--- config.mk ---
export PLATFORM = sky130hd
export DESIGN_NAME = sepx_queue
export DESIGN_NICKNAME = d
export VERILOG_FILES = /design/src/rtl/sepx_pkg.sv /design/src/rtl/sepx_queue.sv
export VERILOG_INCLUDE_DIRS = /design/src /design/src/rtl
export SDC_FILE = /design/constraint.sdc
export NUM_CORES = 1
export LEC_CHECK = 0
export BUFFER_PORTS_ARGS = -buffer_cell sky130_fd_sc_hd__buf_2
export CORE_ASPECT_RATIO = 2
export CORE_MARGIN = 10
export CORE_UTILIZATION = 48
export CTS_BUF_LIST = sky130_fd_sc_hd__clkbuf_8 sky130_fd_sc_hd__clkbuf_16
export DETAILED_ROUTE_END_ITERATION = 8
export PLACE_DENSITY = 0.76
export SLEW_MARGIN = 0
export SYNTH_ARGS = -nofsm -noshare
export SYNTH_HDL_FRONTEND = slang
export SYNTH_SLANG_ARGS = --single-unit
--- constraint.sdc ---
create_clock -name clk -period 7.3 [get_ports clk]
set_clock_uncertainty 0.05 [all_clocks]
set_input_delay 0.73 -clock clk [delete_from_list [all_inputs] [get_ports clk]]
set_output_delay 0.73 -clock clk [all_outputs]
set_load 0.1 [all_outputs]
--- src/rtl/seam_endpoint_extent_macros.svh ---
// assertion macros shared by the seam endpoint extent rtl
// no dependencies; included by the modules that carry assertions
`ifndef SEAM_ENDPOINT_EXTENT_MACROS_SVH
`define SEAM_ENDPOINT_EXTENT_MACROS_SVH

// condition holds in the same cycle as the trigger
`define SEPX_ASSERT_NOW(label, clk, rst_n, ante, cons, msg) \
    label: assert property (@(posedge clk) disable iff (!rst_n) (ante) |-> (cons)) \
        else $error(msg);

// condition holds in the cycle after the trigger
`define SEPX_ASSERT_NEXT(label, clk, rst_n, ante, cons, msg) \
    label: assert property (@(posedge clk) disable iff (!rst_n) (ante) |=> (cons)) \
        else $error(msg);

`endif

--- src/rtl/sepx_pkg.sv ---
// shared types and constants of the seam endpoint extent block
// no dependencies; imported by every module of the block
package sepx_pkg;

    localparam int COORD_W        = 32;
    localparam int DIR_W          = 32;
    localparam int LIMIT_W        = 31;
    localparam int HITS_W         = 10;
    localparam int CFG_W          = 32;
    localparam int REG_IDX_W      = 3;
    localparam int MAX_POINTS_DEF = 1048576;

    // fraction bits of the direction (q2.30)
    localparam int FRAC = 30;

    // front arithmetic widths
    localparam int V_W     = COORD_W + 1;
    localparam int PROD_W  = V_W + DIR_W - 1;
    localparam int SQ_W    = 2 * COORD_W;
    localparam int VV_W    = SQ_W + 2;
    localparam int DOT_W   = PROD_W + 2;
    localparam int T_W     = DOT_W - FRAC;
    localparam int TMAG_W  = T_W - 1;
    localparam int TLO_W   = 18;
    localparam int THI_W   = TMAG_W - TLO_W;
    localparam int T2_W    = 2 * TMAG_W;
    localparam int LIM2_W  = 2 * LIMIT_W;
    localparam int BOUND_W = T2_W + 1;

    // back arithmetic widths
    localparam int EHI_W = T_W - TLO_W;
    localparam int PHI_W = EHI_W + DIR_W;
    localparam int PLO_W = TLO_W + 1 + DIR_W;
    localparam int PT_W  = T_W + DIR_W;
    localparam int ES_W  = PT_W - FRAC;
    localparam int EV_W  = ES_W + 1;

    // summary queue and front pipeline depth
    localparam int Q_DEPTH    = 8;
    localparam int Q_IDX_W    = $clog2(Q_DEPTH);
    localparam int QCNT_W     = $clog2(Q_DEPTH + 1);
    localparam int PIPE_DEPTH = 7;
    localparam int LVL_W      = $clog2(Q_DEPTH + PIPE_DEPTH + 1);

    typedef struct packed {
        logic signed [COORD_W-1:0] line_point_x;
        logic signed [COORD_W-1:0] line_point_y;
        logic signed [COORD_W-1:0] line_point_z;
        logic signed [DIR_W-1:0]   dir_x;
        logic signed [DIR_W-1:0]   dir_y;
        logic signed [DIR_W-1:0]   dir_z;
        logic [LIMIT_W-1:0]        distance_limit;
        logic [HITS_W-1:0]         min_hits;
    } cfg_t;

    localparam cfg_t CFG_RESET = '{
        line_point_x:   '0,
        line_point_y:   '0,
        line_point_z:   '0,
        dir_x:          32'sd1073741824,
        dir_y:          '0,
        dir_z:          '0,
        distance_limit: 31'd131072,
        min_hits:       10'd10
    };

    typedef struct packed {
        logic signed [COORD_W-1:0] px;
        logic signed [COORD_W-1:0] py;
        logic signed [COORD_W-1:0] pz;
        logic                      cloud_end;
    } point_t;

    typedef struct packed {
        logic signed [COORD_W-1:0] ex;
        logic signed [COORD_W-1:0] ey;
        logic signed [COORD_W-1:0] ez;
        logic                      status;
        logic                      is_far_end;
        logic                      run_last;
    } result_t;

    // per cloud summary handed from front to back
    typedef struct packed {
        logic                  fail;
        logic signed [T_W-1:0] t_least;
        logic signed [T_W-1:0] t_greatest;
    } summary_t;

endpackage

--- src/rtl/sepx_queue.sv ---
// small first-in first-out queue of cloud summaries between front and back
// depends on sepx_pkg and the assertion macros header
`include "seam_endpoint_extent_macros.svh"

module sepx_queue
    import sepx_pkg::*;
(
    input  logic              clk,
    input  logic              rst_n,
    input  logic              push,
    input  summary_t          push_data,
    input  logic              pop,
    output summary_t          head,
    output logic              empty,
    output logic [QCNT_W-1:0] level
);

    summary_t           entry_reg [Q_DEPTH];
    logic [Q_IDX_W-1:0] wr_ptr_reg;
    logic [Q_IDX_W-1:0] rd_ptr_reg;
    logic [QCNT_W-1:0]  level_reg;
    logic [QCNT_W-1:0]  level_next;

    assign head  = entry_reg[rd_ptr_reg];
    assign empty = (level_reg == '0);
    assign level = level_reg;

    always_comb
    begin
        level_next = level_reg;
        if (push && !pop)
        begin
            level_next = level_reg + 1'b1;
        end
        else if (pop && !push)
        begin
            level_next = level_reg - 1'b1;
        end
    end

    always_ff @(posedge clk or negedge rst_n)
    begin
        if (!rst_n)
        begin
            wr_ptr_reg <= '0;
            rd_ptr_reg <= '0;
            level_reg  <= '0;
        end
        else
        begin
            if (push)
            begin
                wr_ptr_reg <= wr_ptr_reg + 1'b1;
            end
            if (pop)
            begin
                rd_ptr_reg <= rd_ptr_reg + 1'b1;
            end
            level_reg <= level_next;
        end
    end

    always_ff @(posedge clk)
    begin
        if (push)
        begin
            entry_reg[wr_ptr_reg] <= push_data;
        end
    end

    `SEPX_ASSERT_NOW(a_no_push_full, clk, rst_n, push, level_reg != QCNT_W'(Q_DEPTH), "summary pushed into a full queue")
    `SEPX_ASSERT_NOW(a_no_pop_empty, clk, rst_n, pop, level_reg != '0, "summary popped from an empty queue")

endmodule

==> results of run 1 <==
[worst reg2reg max path: stages, from the launching register on]
cell	delay (ns)
dfrtp_1	0.41
nand2b_1	0.32
nor2_4	0.84
buf_4	0.83
[per-layer routing]
metal,vias to the layer above,share of wire
met2,234,0.55
li1,4233,-
met5,-,0.00093
met1,5201,0.37
met3,67,0.044
met4,6,0.027
[final cells by class]
type / count / area, um2 / share of cell area
antenna: 4 / 10.0 / 0.000389
clock buffer: 53 / 1300 / 0.0507
tap: 627 / 785 / 0.0305
sequential: 594 / 17800 / 0.691
multi-input combinational: 265 / 4500 / 0.175
clock inverter: 39 / 398 / 0.0155
inverter: 2 / 7.51 / 0.000292
timing repair buffer: 174 / 936 / 0.0364
[cell families after synthesis]
logic type,after synthesis,share of synthesized area
simple gates,24,0.00517
compound gates,6,0.00183
mux,223,0.184
flops,594,0.790
buf+inv,44,0.0125
xor+xnor,6,0.00233
fa+ha+maj,6,0.00367
[stage by stage]
stage / utilization / instances / area (um2) / hold slack, ns
detailed placement: 0.516 / 1661 / 24000 / 0.508
finish: 0.553 / 1758 / 25700 / 0.369
CTS: 0.553 / 1754 / 25700 / 0.331
global placement: 0.516 / 1661 / 24000 / 0.473
global route: 0.553 / 1756 / 25700 / 0.353
floorplan: - / 903 / 22500 / 0.384
[layout by cell type, fill, tap and decap left out, types with 2 or more instances in the layout]
cell,count
edfxtp_1,584
buf_2,154
mux4_2,146
mux2_2,76
clkbuf_16,51
buf_4,18
clkinv_2,9
inv_1,8
bufinv_16,7
dfrtp_1,7
nand2_1,6
nor2_4,6
ha_1,5
clkinvlp_4,5
clkinv_1,5
diode_2,4
xnor2_1,4
clkinv_4,4
nand2b_1,3
dfrtp_4,3
nor3_2,2
xor2_1,2
a21oi_1,2
o211ai_1,2
nand3_1,2
inv_6,2
clkbuf_8,2
[how the worst min path moves through the flow]
stage          slack (ns)     startpoint          endpoint  cells past startpoint
2_1_floorplan        0.38          rst_n          level[0]                      0
3_3_place_gp         0.47       level[2]          level[2]                      2
3_5_place_dp         0.51       level[2]          level[2]                      2
4_1_cts              0.33  push_data[53]  entry_reg[1][53]                      1
5_1_grt              0.35            pop     rd_ptr_reg[0]                      2
6_report             0.37  push_data[54]  entry_reg[3][54]                      1
[timing repair]
item / 4_1_cts / 5_1_grt
gates resized for setup: 0 / 0
setup buffers: 0 / 0
hold buffers: 1 / 0
hold endpoints to repair: 10 / 0
==> impl_metrics.json, run 1 <==
{
  "cts_root_buf": "clkbuf_16",
  "wl_per_cell_um": 25.2,
  "synth_fp_nets": 986,
  "die_w_um": 173,
  "die_h_um": 326,
  "tightest_slew_ns": 1.09,
  "cpPeakStageDelay_ns": 1.11,
  "critPathCaptureType": "primary output",
  "syn_to_final_growth_pct": 14.3,
  "grt_pass1_vias": 11034,
  "wirelength_mm": 44.2,
  "hold_path.class": "input port to flip-flop",
  "path_class": "flip-flop to primary output",
  "slowest_stage": "dfrtp_4",
  "cts_buffer_depth": 3,
  "grt_busiest_layer": "met2",
  "timing.final.crit_share": 0.571,
  "io_buffers": 154,
  "outcome": "finished clean",
  "yosys_warnings": 0,
  "first_pass_iters": 5,
  "finalSetupViolCount": 0,
  "reg2reg_to": "entry_reg[4][50]",
  "h-tree-depth": 2,
  "crit_required_ns": 6.52,
  "largest_reg_flops": 584,
  "yosysMostFrequentCell": "edfxtp_1",
  "track_usage": 0.158,
  "synth.top_cells.by_count": "584 x edfxtp_1, 146 x mux4_2, 76 x mux2_2",
  "rrSetupSlack_ns": 4.42,
  "crit_path_start_kind": "flip-flop",
  "drt_iter0_drc": 624,
  "drive_gt1_frac": 0.432,
  "maxSlewHeadroom": 0.274,
  "grt_overflow_total": 0,
  "finalSetupTns_ns": 0,
  "drv_slew": 0,
  "grt_max_degree": 85,
  "synthFlopType": "edfxtp_1",
  "period_needed_ns": 4.17,
  "drv_cap": 0,
  "ff2ff_path_depth": 3,
  "pin_count": 155,
  "critPathMaxFanout": 70,
  "cts_sinks": 594,
  "netlist_instances": 903,
  "critical_path.startpoint": "rd_ptr_reg[1]",
  "critPathArrivalTime_ns": 3.39,
  "rsz0062_at_grt": "no",
  "layout_setup_ws_ns": 3.13,
  "grtUsageMet3": 0.0295,
  "insertion_delay_ns": 0.57,
  "ant_nets": 0,
  "grt_pass1_wl_mm": 68.3,
  "core_area_mm2": 0.0465,
  "cts_tree": "built",
  "clk_pin_slew_ns": 0.07,
  "drc": 0,
  "worstPathCellList": "buf_4, mux4_2, mux2_2, buf_2",
  "hold_violations": 0,
  "fillers": 3468,
  "synthTopCellsByArea": "edfxtp_1 78%, mux4_2 15%, mux2_2 3.8%, dfrtp_1 1.1%, buf_6 0.75%",
  "timing.rr.start": "wr_ptr_reg[1]",
  "path_depth": 4,
  "antenna_found_initial": 6,
  "yosysUniqueCellTypes": 27,
  "initial_core_util": 0.484,
  "via_per_inst": 5.54,
  "synth_edf_count": 584,
  "path_buf_inv": 2,
  "timing.fmax_mhz": 240,
  "dieArea_mm2": 0.0565,
  "met1_usage": 0.177,
  "syn_avg_cell_area_um2": 24.9,
  "numCtsBuffers": 49,
  "use_met2": 0.294,
  "hpwl_mm": 25.6,
  "fin_nets": 1169,
  "vias": 9741,
  "synth_top_area_share": 0.779,
  "rows": 112,
  "pre_cts_ws_ns": 3.67,
  "gp_congestion": 0.706,
  "endpoint": "head[44]",
  "async_reset_ff_frac": 0.0168,
  "synth-seq-area-share": 0.790,
  "cpLargestDelayFamily": "flip-flops",
  "synth_area_mm2": 0.0225,
  "synth_top_area_cell": "edfxtp_1",
  "ys_ff_latch": 594
}
Power of run 1 is left out: the tool's default activity adds up to more than one toggle a clock period on the data nets, which glitch-free logic cannot reach.
==> run 2: changes to the inputs <==
--- a/config.mk
+++ b/config.mk
@@ -6,6 +6,7 @@
 export SDC_FILE = /design/constraint.sdc
 export NUM_CORES = 1
 export LEC_CHECK = 0
+export ABC_AREA = 1
 export BUFFER_PORTS_ARGS = -buffer_cell sky130_fd_sc_hd__buf_2
 export CORE_ASPECT_RATIO = 2
 export CORE_MARGIN = 10
==> constraint.sdc (replaced) <==
create_clock -name clk -period 4.3 [get_ports clk]
set_clock_uncertainty 0.05 [all_clocks]
set_input_delay 0.43 -clock clk [delete_from_list [all_inputs] [get_ports clk]]
set_output_delay 0.43 -clock clk [all_outputs]
set_load 0.1 [all_outputs]
==> run 2 against run 1 <==
Cell count grew 61%. Non-clock buffer count grew 15. Count of clock-buffer cells in the layout shrank 4.
==> impl_metrics.json, run 2 <==
{
  "drive_gt1_frac": 0.124,
  "cpPeakStageDelay_ns": 0.69,
  "yosys_warnings": 0,
  "critPathArrivalTime_ns": 3.28,
  "slowest_stage": "dfrtp_4",
  "drv_cap": 0,
  "finalSetupViolCount": 0,
  "syn_to_final_growth_pct": 12.7,
  "yosysUniqueCellTypes": 21,
  "synth_fp_nets": 2097,
  "pre_cts_ws_ns": 1.08,
  "hpwl_mm": 32.2,
  "first_pass_iters": 7,
  "synth_edf_count": 584,
  "die_w_um": 177,
  "track_usage": 0.187,
  "layout_setup_ws_ns": 0.542,
  "cts_sinks": 594,
  "netlist_instances": 2014,
  "crit_required_ns": 3.82,
  "io_buffers": 154,
  "ant_nets": 0,
  "path_buf_inv": 3,
  "grt_pass1_vias": 15304,
  "fin_nets": 2225,
  "synthTopCellsByArea": "edfxtp_1 74%, nand2_1 13%, o21ai_0 3.2%, o21ai_1 3.0%, nor2_1 2.5%",
  "die_h_um": 334,
  "via_per_inst": 5.37,
  "crit_path_start_kind": "flip-flop",
  "period_needed_ns": 3.76,
  "critPathMaxFanout": 52,
  "wirelength_mm": 56.3,
  "hold_violations": 0,
  "maxSlewHeadroom": 0.346,
  "mostFrequentLayoutCells": "829 x nand2_1, 584 x edfxtp_1, 154 x buf_2",
  "cts_buffer_depth": 3,
  "timing.fmax_mhz": 266,
  "wl_met3_mm": 3.27,
  "tightest_slew_ns": 0.978,
  "gp_congestion": 0.787,
  "initial_core_util": 0.483,
  "vias": 15175,
  "insertion_delay_ns": 0.57,
  "ys_ff_latch": 594,
  "cpMostUsedCell": "nand2_1",
  "critPathCaptureType": "primary output",
  "antenna_found_initial": 12,
  "wl_per_cell_um": 19.9,
  "rsz0062_at_grt": "no",
  "synth.top_cells.by_count": "829 x nand2_1, 584 x edfxtp_1, 155 x nor2_1",
  "hold_path.class": "input port to flip-flop",
  "worstPathCellList": "inv_4, buf_4, o21ai_0, o21ai_1, nand2_1, nand2_1, buf_2",
  "met1_length_mm": 21.4,
  "cts_tree": "built",
  "drc": 0,
  "synthFlopType": "edfxtp_1",
  "synth_top_area_cell": "edfxtp_1",
  "path_class": "flip-flop to primary output",
  "synth_top_area_share": 0.740,
  "dieArea_mm2": 0.0592,
  "drv_slew": 0,
  "fillers": 4014,
  "cpLargestDelayFamily": "buffers and inverters",
  "yosysMostFrequentCell": "nand2_1",
  "rows": 115,
  "largest_reg_flops": 584,
  "clk_pin_slew_ns": 0.07,
  "drt_iter0_drc": 1263,
  "numCtsBuffers": 48,
  "grt_overflow_total": 0,
  "cts_root_buf": "clkbuf_16",
  "syn_avg_cell_area_um2": 11.8,
  "finalSetupTns_ns": 0,
  "cts_resized": 0,
  "grt_pass1_wl_mm": 86.3,
  "layout_commonest_cell": "nand2_1",
  "async_reset_ff_frac": 0.0168,
  "h-tree-depth": 2,
  "synth_area_mm2": 0.0237,
  "top_layer_used": "met5",
  "timing.final.crit_share": 0.874,
  "core_area_mm2": 0.0491,
  "synth-seq-area-share": 0.750,
  "grt_max_degree": 157,
  "pin_count": 155,
  "outcome": "finished clean",
  "met2WireLength_mm": 29.3
}
## run 2: logic make-up after synthesis
family / share of synthesized area
and+or+nand+nor: 0.157
DFF: 0.750
AOI/OAI and AO/OA: 0.0625
buffers and inverters: 0.0251
adders and majority gates: 0.00348
xor gates and xnor gates: 0.00185
## run 2: layout make-up
cell class              count  area, um2  share of cell area
clock inverters            35        194             0.00726
multi-input cells        1296       5400               0.202
clock buffers              49       1230              0.0459
flip-flops and latches    594      17800               0.666
well taps                 643        805              0.0301
diodes                      5       12.5            0.000468
repair buffers            189       1220              0.0458
inverters                  13       58.8             0.00220
## run 2: worst paths after layout
| check | startpoint | endpoint | slack (ns) | depth (start not counted) |
|---|---|---|---|---|
| max in group asynchronous | rst_n | rd_ptr_reg[0] | 3.76 | 2 |
| worst max register to register | wr_ptr_reg[0] | entry_reg[2][51] | 1.95 | 3 |
| worst min register to register | wr_ptr_reg[0] | wr_ptr_reg[0] | 0.52 | 2 |
| worst min-delay path | pop | rd_ptr_reg[0] | 0.05 | 2 |
| min in group asynchronous | rst_n | wr_ptr_reg[0] | 0.20 | 2 |
| worst max-delay path | rd_ptr_reg[1] | head[39] | 0.54 | 7 |
## run 2: repair_timing
| item | CTS | global route |
|---|---|---|
| hold endpoints to repair | 10 | 0 |
| hold buffers | 1 | 0 |
| buffers inserted | 0 | 0 |
## run 2: stage by stage
step | area [um2] | hold slack (ns) | util | cells
6_report | 26700 | 0.0458 | 0.544 | 2824
5_1_grt | 26700 | 0.0404 | 0.544 | 2824
4_1_cts | 26700 | 0.0166 | 0.544 | 2819
3_5_place_dp | 25300 | 0.266 | 0.515 | 2734
3_3_place_gp | 25300 | 0.255 | 0.515 | 2734
2_1_floorplan | 23700 | 0.0844 | - | 2014
## run 2: worst register-to-register path: stages, from the launching register on
cell and delay (ns):
dfrtp_1 0.41, or2_2 0.42, nor2_4 0.78, buf_12 0.33
## run 2: metal layers
metal / vias to the layer above / global-route usage
met2: 495 / 0.332
met4: 10 / 0.0896
met5: - / 0
met1: 7402 / 0.212
li1: 7139 / -
met3: 129 / 0.0326
Power of run 2 is left out for the same reason.
==> run 3: changes to the inputs <==
--- a/config.mk
+++ b/config.mk
@@ -6,14 +6,14 @@
 export SDC_FILE = /design/constraint.sdc
 export NUM_CORES = 1
 export LEC_CHECK = 0
-export ABC_AREA = 1
+export ABC_AREA = 0
 export BUFFER_PORTS_ARGS = -buffer_cell sky130_fd_sc_hd__buf_2
 export CORE_ASPECT_RATIO = 2
 export CORE_MARGIN = 10
-export CORE_UTILIZATION = 48
+export CORE_UTILIZATION = 60
 export CTS_BUF_LIST = sky130_fd_sc_hd__clkbuf_8 sky130_fd_sc_hd__clkbuf_16
 export DETAILED_ROUTE_END_ITERATION = 8
-export PLACE_DENSITY = 0.76
+export PLACE_DENSITY = 0.89
 export SLEW_MARGIN = 0
 export SYNTH_ARGS = -nofsm -noshare
 export SYNTH_HDL_FRONTEND = slang
==> run 3 against run 2 <==
Count of clock-buffer cells in the layout is 2 lower. Maximum frequency is 7.2% higher. Non-clock buffer count is 7 lower. Critical endpoint is now head[66].
==> impl_metrics.json, run 3 (synthesized netlist as in run 1, its figures left out) <==
{
  "finalSetupTns_ns": 0,
  "cpPeakStageDelay_ns": 0.84,
  "hold_violations": 0,
  "fin_nets": 1175,
  "wl_per_cell_um": 27.7,
  "first_pass_iters": 5,
  "pin_count": 155,
  "via_per_inst": 6.25,
  "rows": 100,
  "drive_gt1_frac": 0.429,
  "rsz0062_at_grt": "no",
  "grt_pass1_vias": 10876,
  "critPathCaptureType": "primary output",
  "clk_pin_slew_ns": 0.06,
  "antenna_found_initial": 12,
  "track_usage": 0.196,
  "use_met2": 0.355,
  "finalSetupViolCount": 0,
  "hpwl_mm": 25.8,
  "die_w_um": 157,
  "drv_cap": 0,
  "timing.fmax_mhz": 285,
  "initial_core_util": 0.606,
  "mostFrequentLayoutCells": "584 x edfxtp_1, 154 x buf_2, 146 x mux4_2",
  "maxSlewHeadroom": 0.451,
  "core_area_mm2": 0.0372,
  "tightest_slew_ns": 0.823,
  "die_h_um": 294,
  "worstPathCellList": "buf_4, mux4_2, mux2_2, buf_2",
  "layout_setup_ws_ns": 0.794,
  "grt_pass1_wl_mm": 67.1,
  "dieArea_mm2": 0.0461,
  "cts_buffer_depth": 3,
  "gp_congestion": 0.734,
  "hold_path.class": "input port to flip-flop",
  "h-tree-depth": 2,
  "drv_slew": 0,
  "ant_nets": 0,
  "crit_path_start_kind": "flip-flop",
  "grt_busiest_layer": "met2",
  "drt_iter0_drc": 855,
  "numCtsBuffers": 47,
  "critPathArrivalTime_ns": 3.03,
  "insertion_delay_ns": 0.56,
  "critPathMaxFanout": 33,
  "syn_to_final_growth_pct": 13.6,
  "timing.final.crit_share": 0.815,
  "wirelength_mm": 44.1,
  "dpl_cell_area_mm2": 0.0240,
  "slowest_stage": "dfrtp_4",
  "crit_required_ns": 3.82,
  "met1_usage": 0.225,
  "path_class": "flip-flop to primary output",
  "layout_commonest_cell": "edfxtp_1",
  "io_buffers": 154,
  "drc": 0,
  "cts_tree": "built",
  "outcome": "finished clean",
  "vias": 9955,
  "cts_root_buf": "clkbuf_16",
  "largest_reg_flops": 584,
  "grt_max_degree": 85,
  "period_needed_ns": 3.51,
  "grtUsageMet3": 0.0319,
  "grt_overflow_total": 0,
  "cts_sinks": 594,
  "pre_cts_ws_ns": 1.30,
  "fin_area_mm2": 0.0256
}
-- run 3: cell types whose count changed in the layout (fill, tap and decap cells not counted), moves of 8 or more --
cell | previous run | this run
nand2_1 | 829 | 6
o21ai_0 | 152 | 1
nor2_1 | 147 | 0
mux4_2 | 0 | 146
o21ai_1 | 143 | 0
mux2_2 | 0 | 76
buf_12 | 15 | 7
bufinv_16 | 1 | 9
clkinv_1 | 13 | 5
-- run 3: area by class of cell --
cell class	instances	area [um2]
antenna	7	17.5
clock buffer	47	1180
clock inverter	38	412
fill	2154	11600
inverter	2	7.51
multi-input combinational	265	4520
sequential	594	17800
tap	459	574
timing repair buffer	182	1070
-- run 3: repair_timing --
action / CTS / global route
resized for setup: 0 / 0
hold buffers: 1 / 0
buffers inserted: 0 / 0
endpoints found under the hold margin: 10 / 0
-- run 3: per-layer routing --
layer | routed length, um | vias to the layer above
met4 | 1220 | 6
met3 | 2630 | 80
met2 | 24900 | 359
met5 | 41 | -
met1 | 15400 | 5274
li1 | - | 4236
-- run 3: worst paths after layout --
| path | slack, ns | cells past startpoint | from | endpoint |
|---|---|---|---|---|
| max | 0.79 | 4 | rd_ptr_reg[0] | head[66] |
| max in group asynchronous | 3.76 | 2 | rst_n | rd_ptr_reg[0] |
| max reg2reg | 2.21 | 3 | wr_ptr_reg[0] | entry_reg[7][29] |
| min in group asynchronous | 0.22 | 2 | rst_n | level[1] |
| min reg2reg | 0.52 | 1 | wr_ptr_reg[1] | wr_ptr_reg[1] |
| min | 0.06 | 2 | pop | rd_ptr_reg[0] |
-- run 3: worst max-delay path: cells and delay by family, from the launching register on --
| family | cells | cell delay [ns] |
|---|---|---|
| flip-flops | 1 | 0.84 |
| multiplexers | 2 | 0.87 |
| buffers and inverters | 2 | 0.72 |
-- run 3: per-stage QoR --
step                utilization  hold slack, ns  std cells
detailed placement        0.645           0.254       1501
finish                    0.688          0.0620       1594
CTS                       0.688          0.0346       1587
global placement          0.645           0.250       1501
floorplan                     -          0.0844        903
global route              0.688          0.0438       1593
Power of run 3 is left out for the same reason.
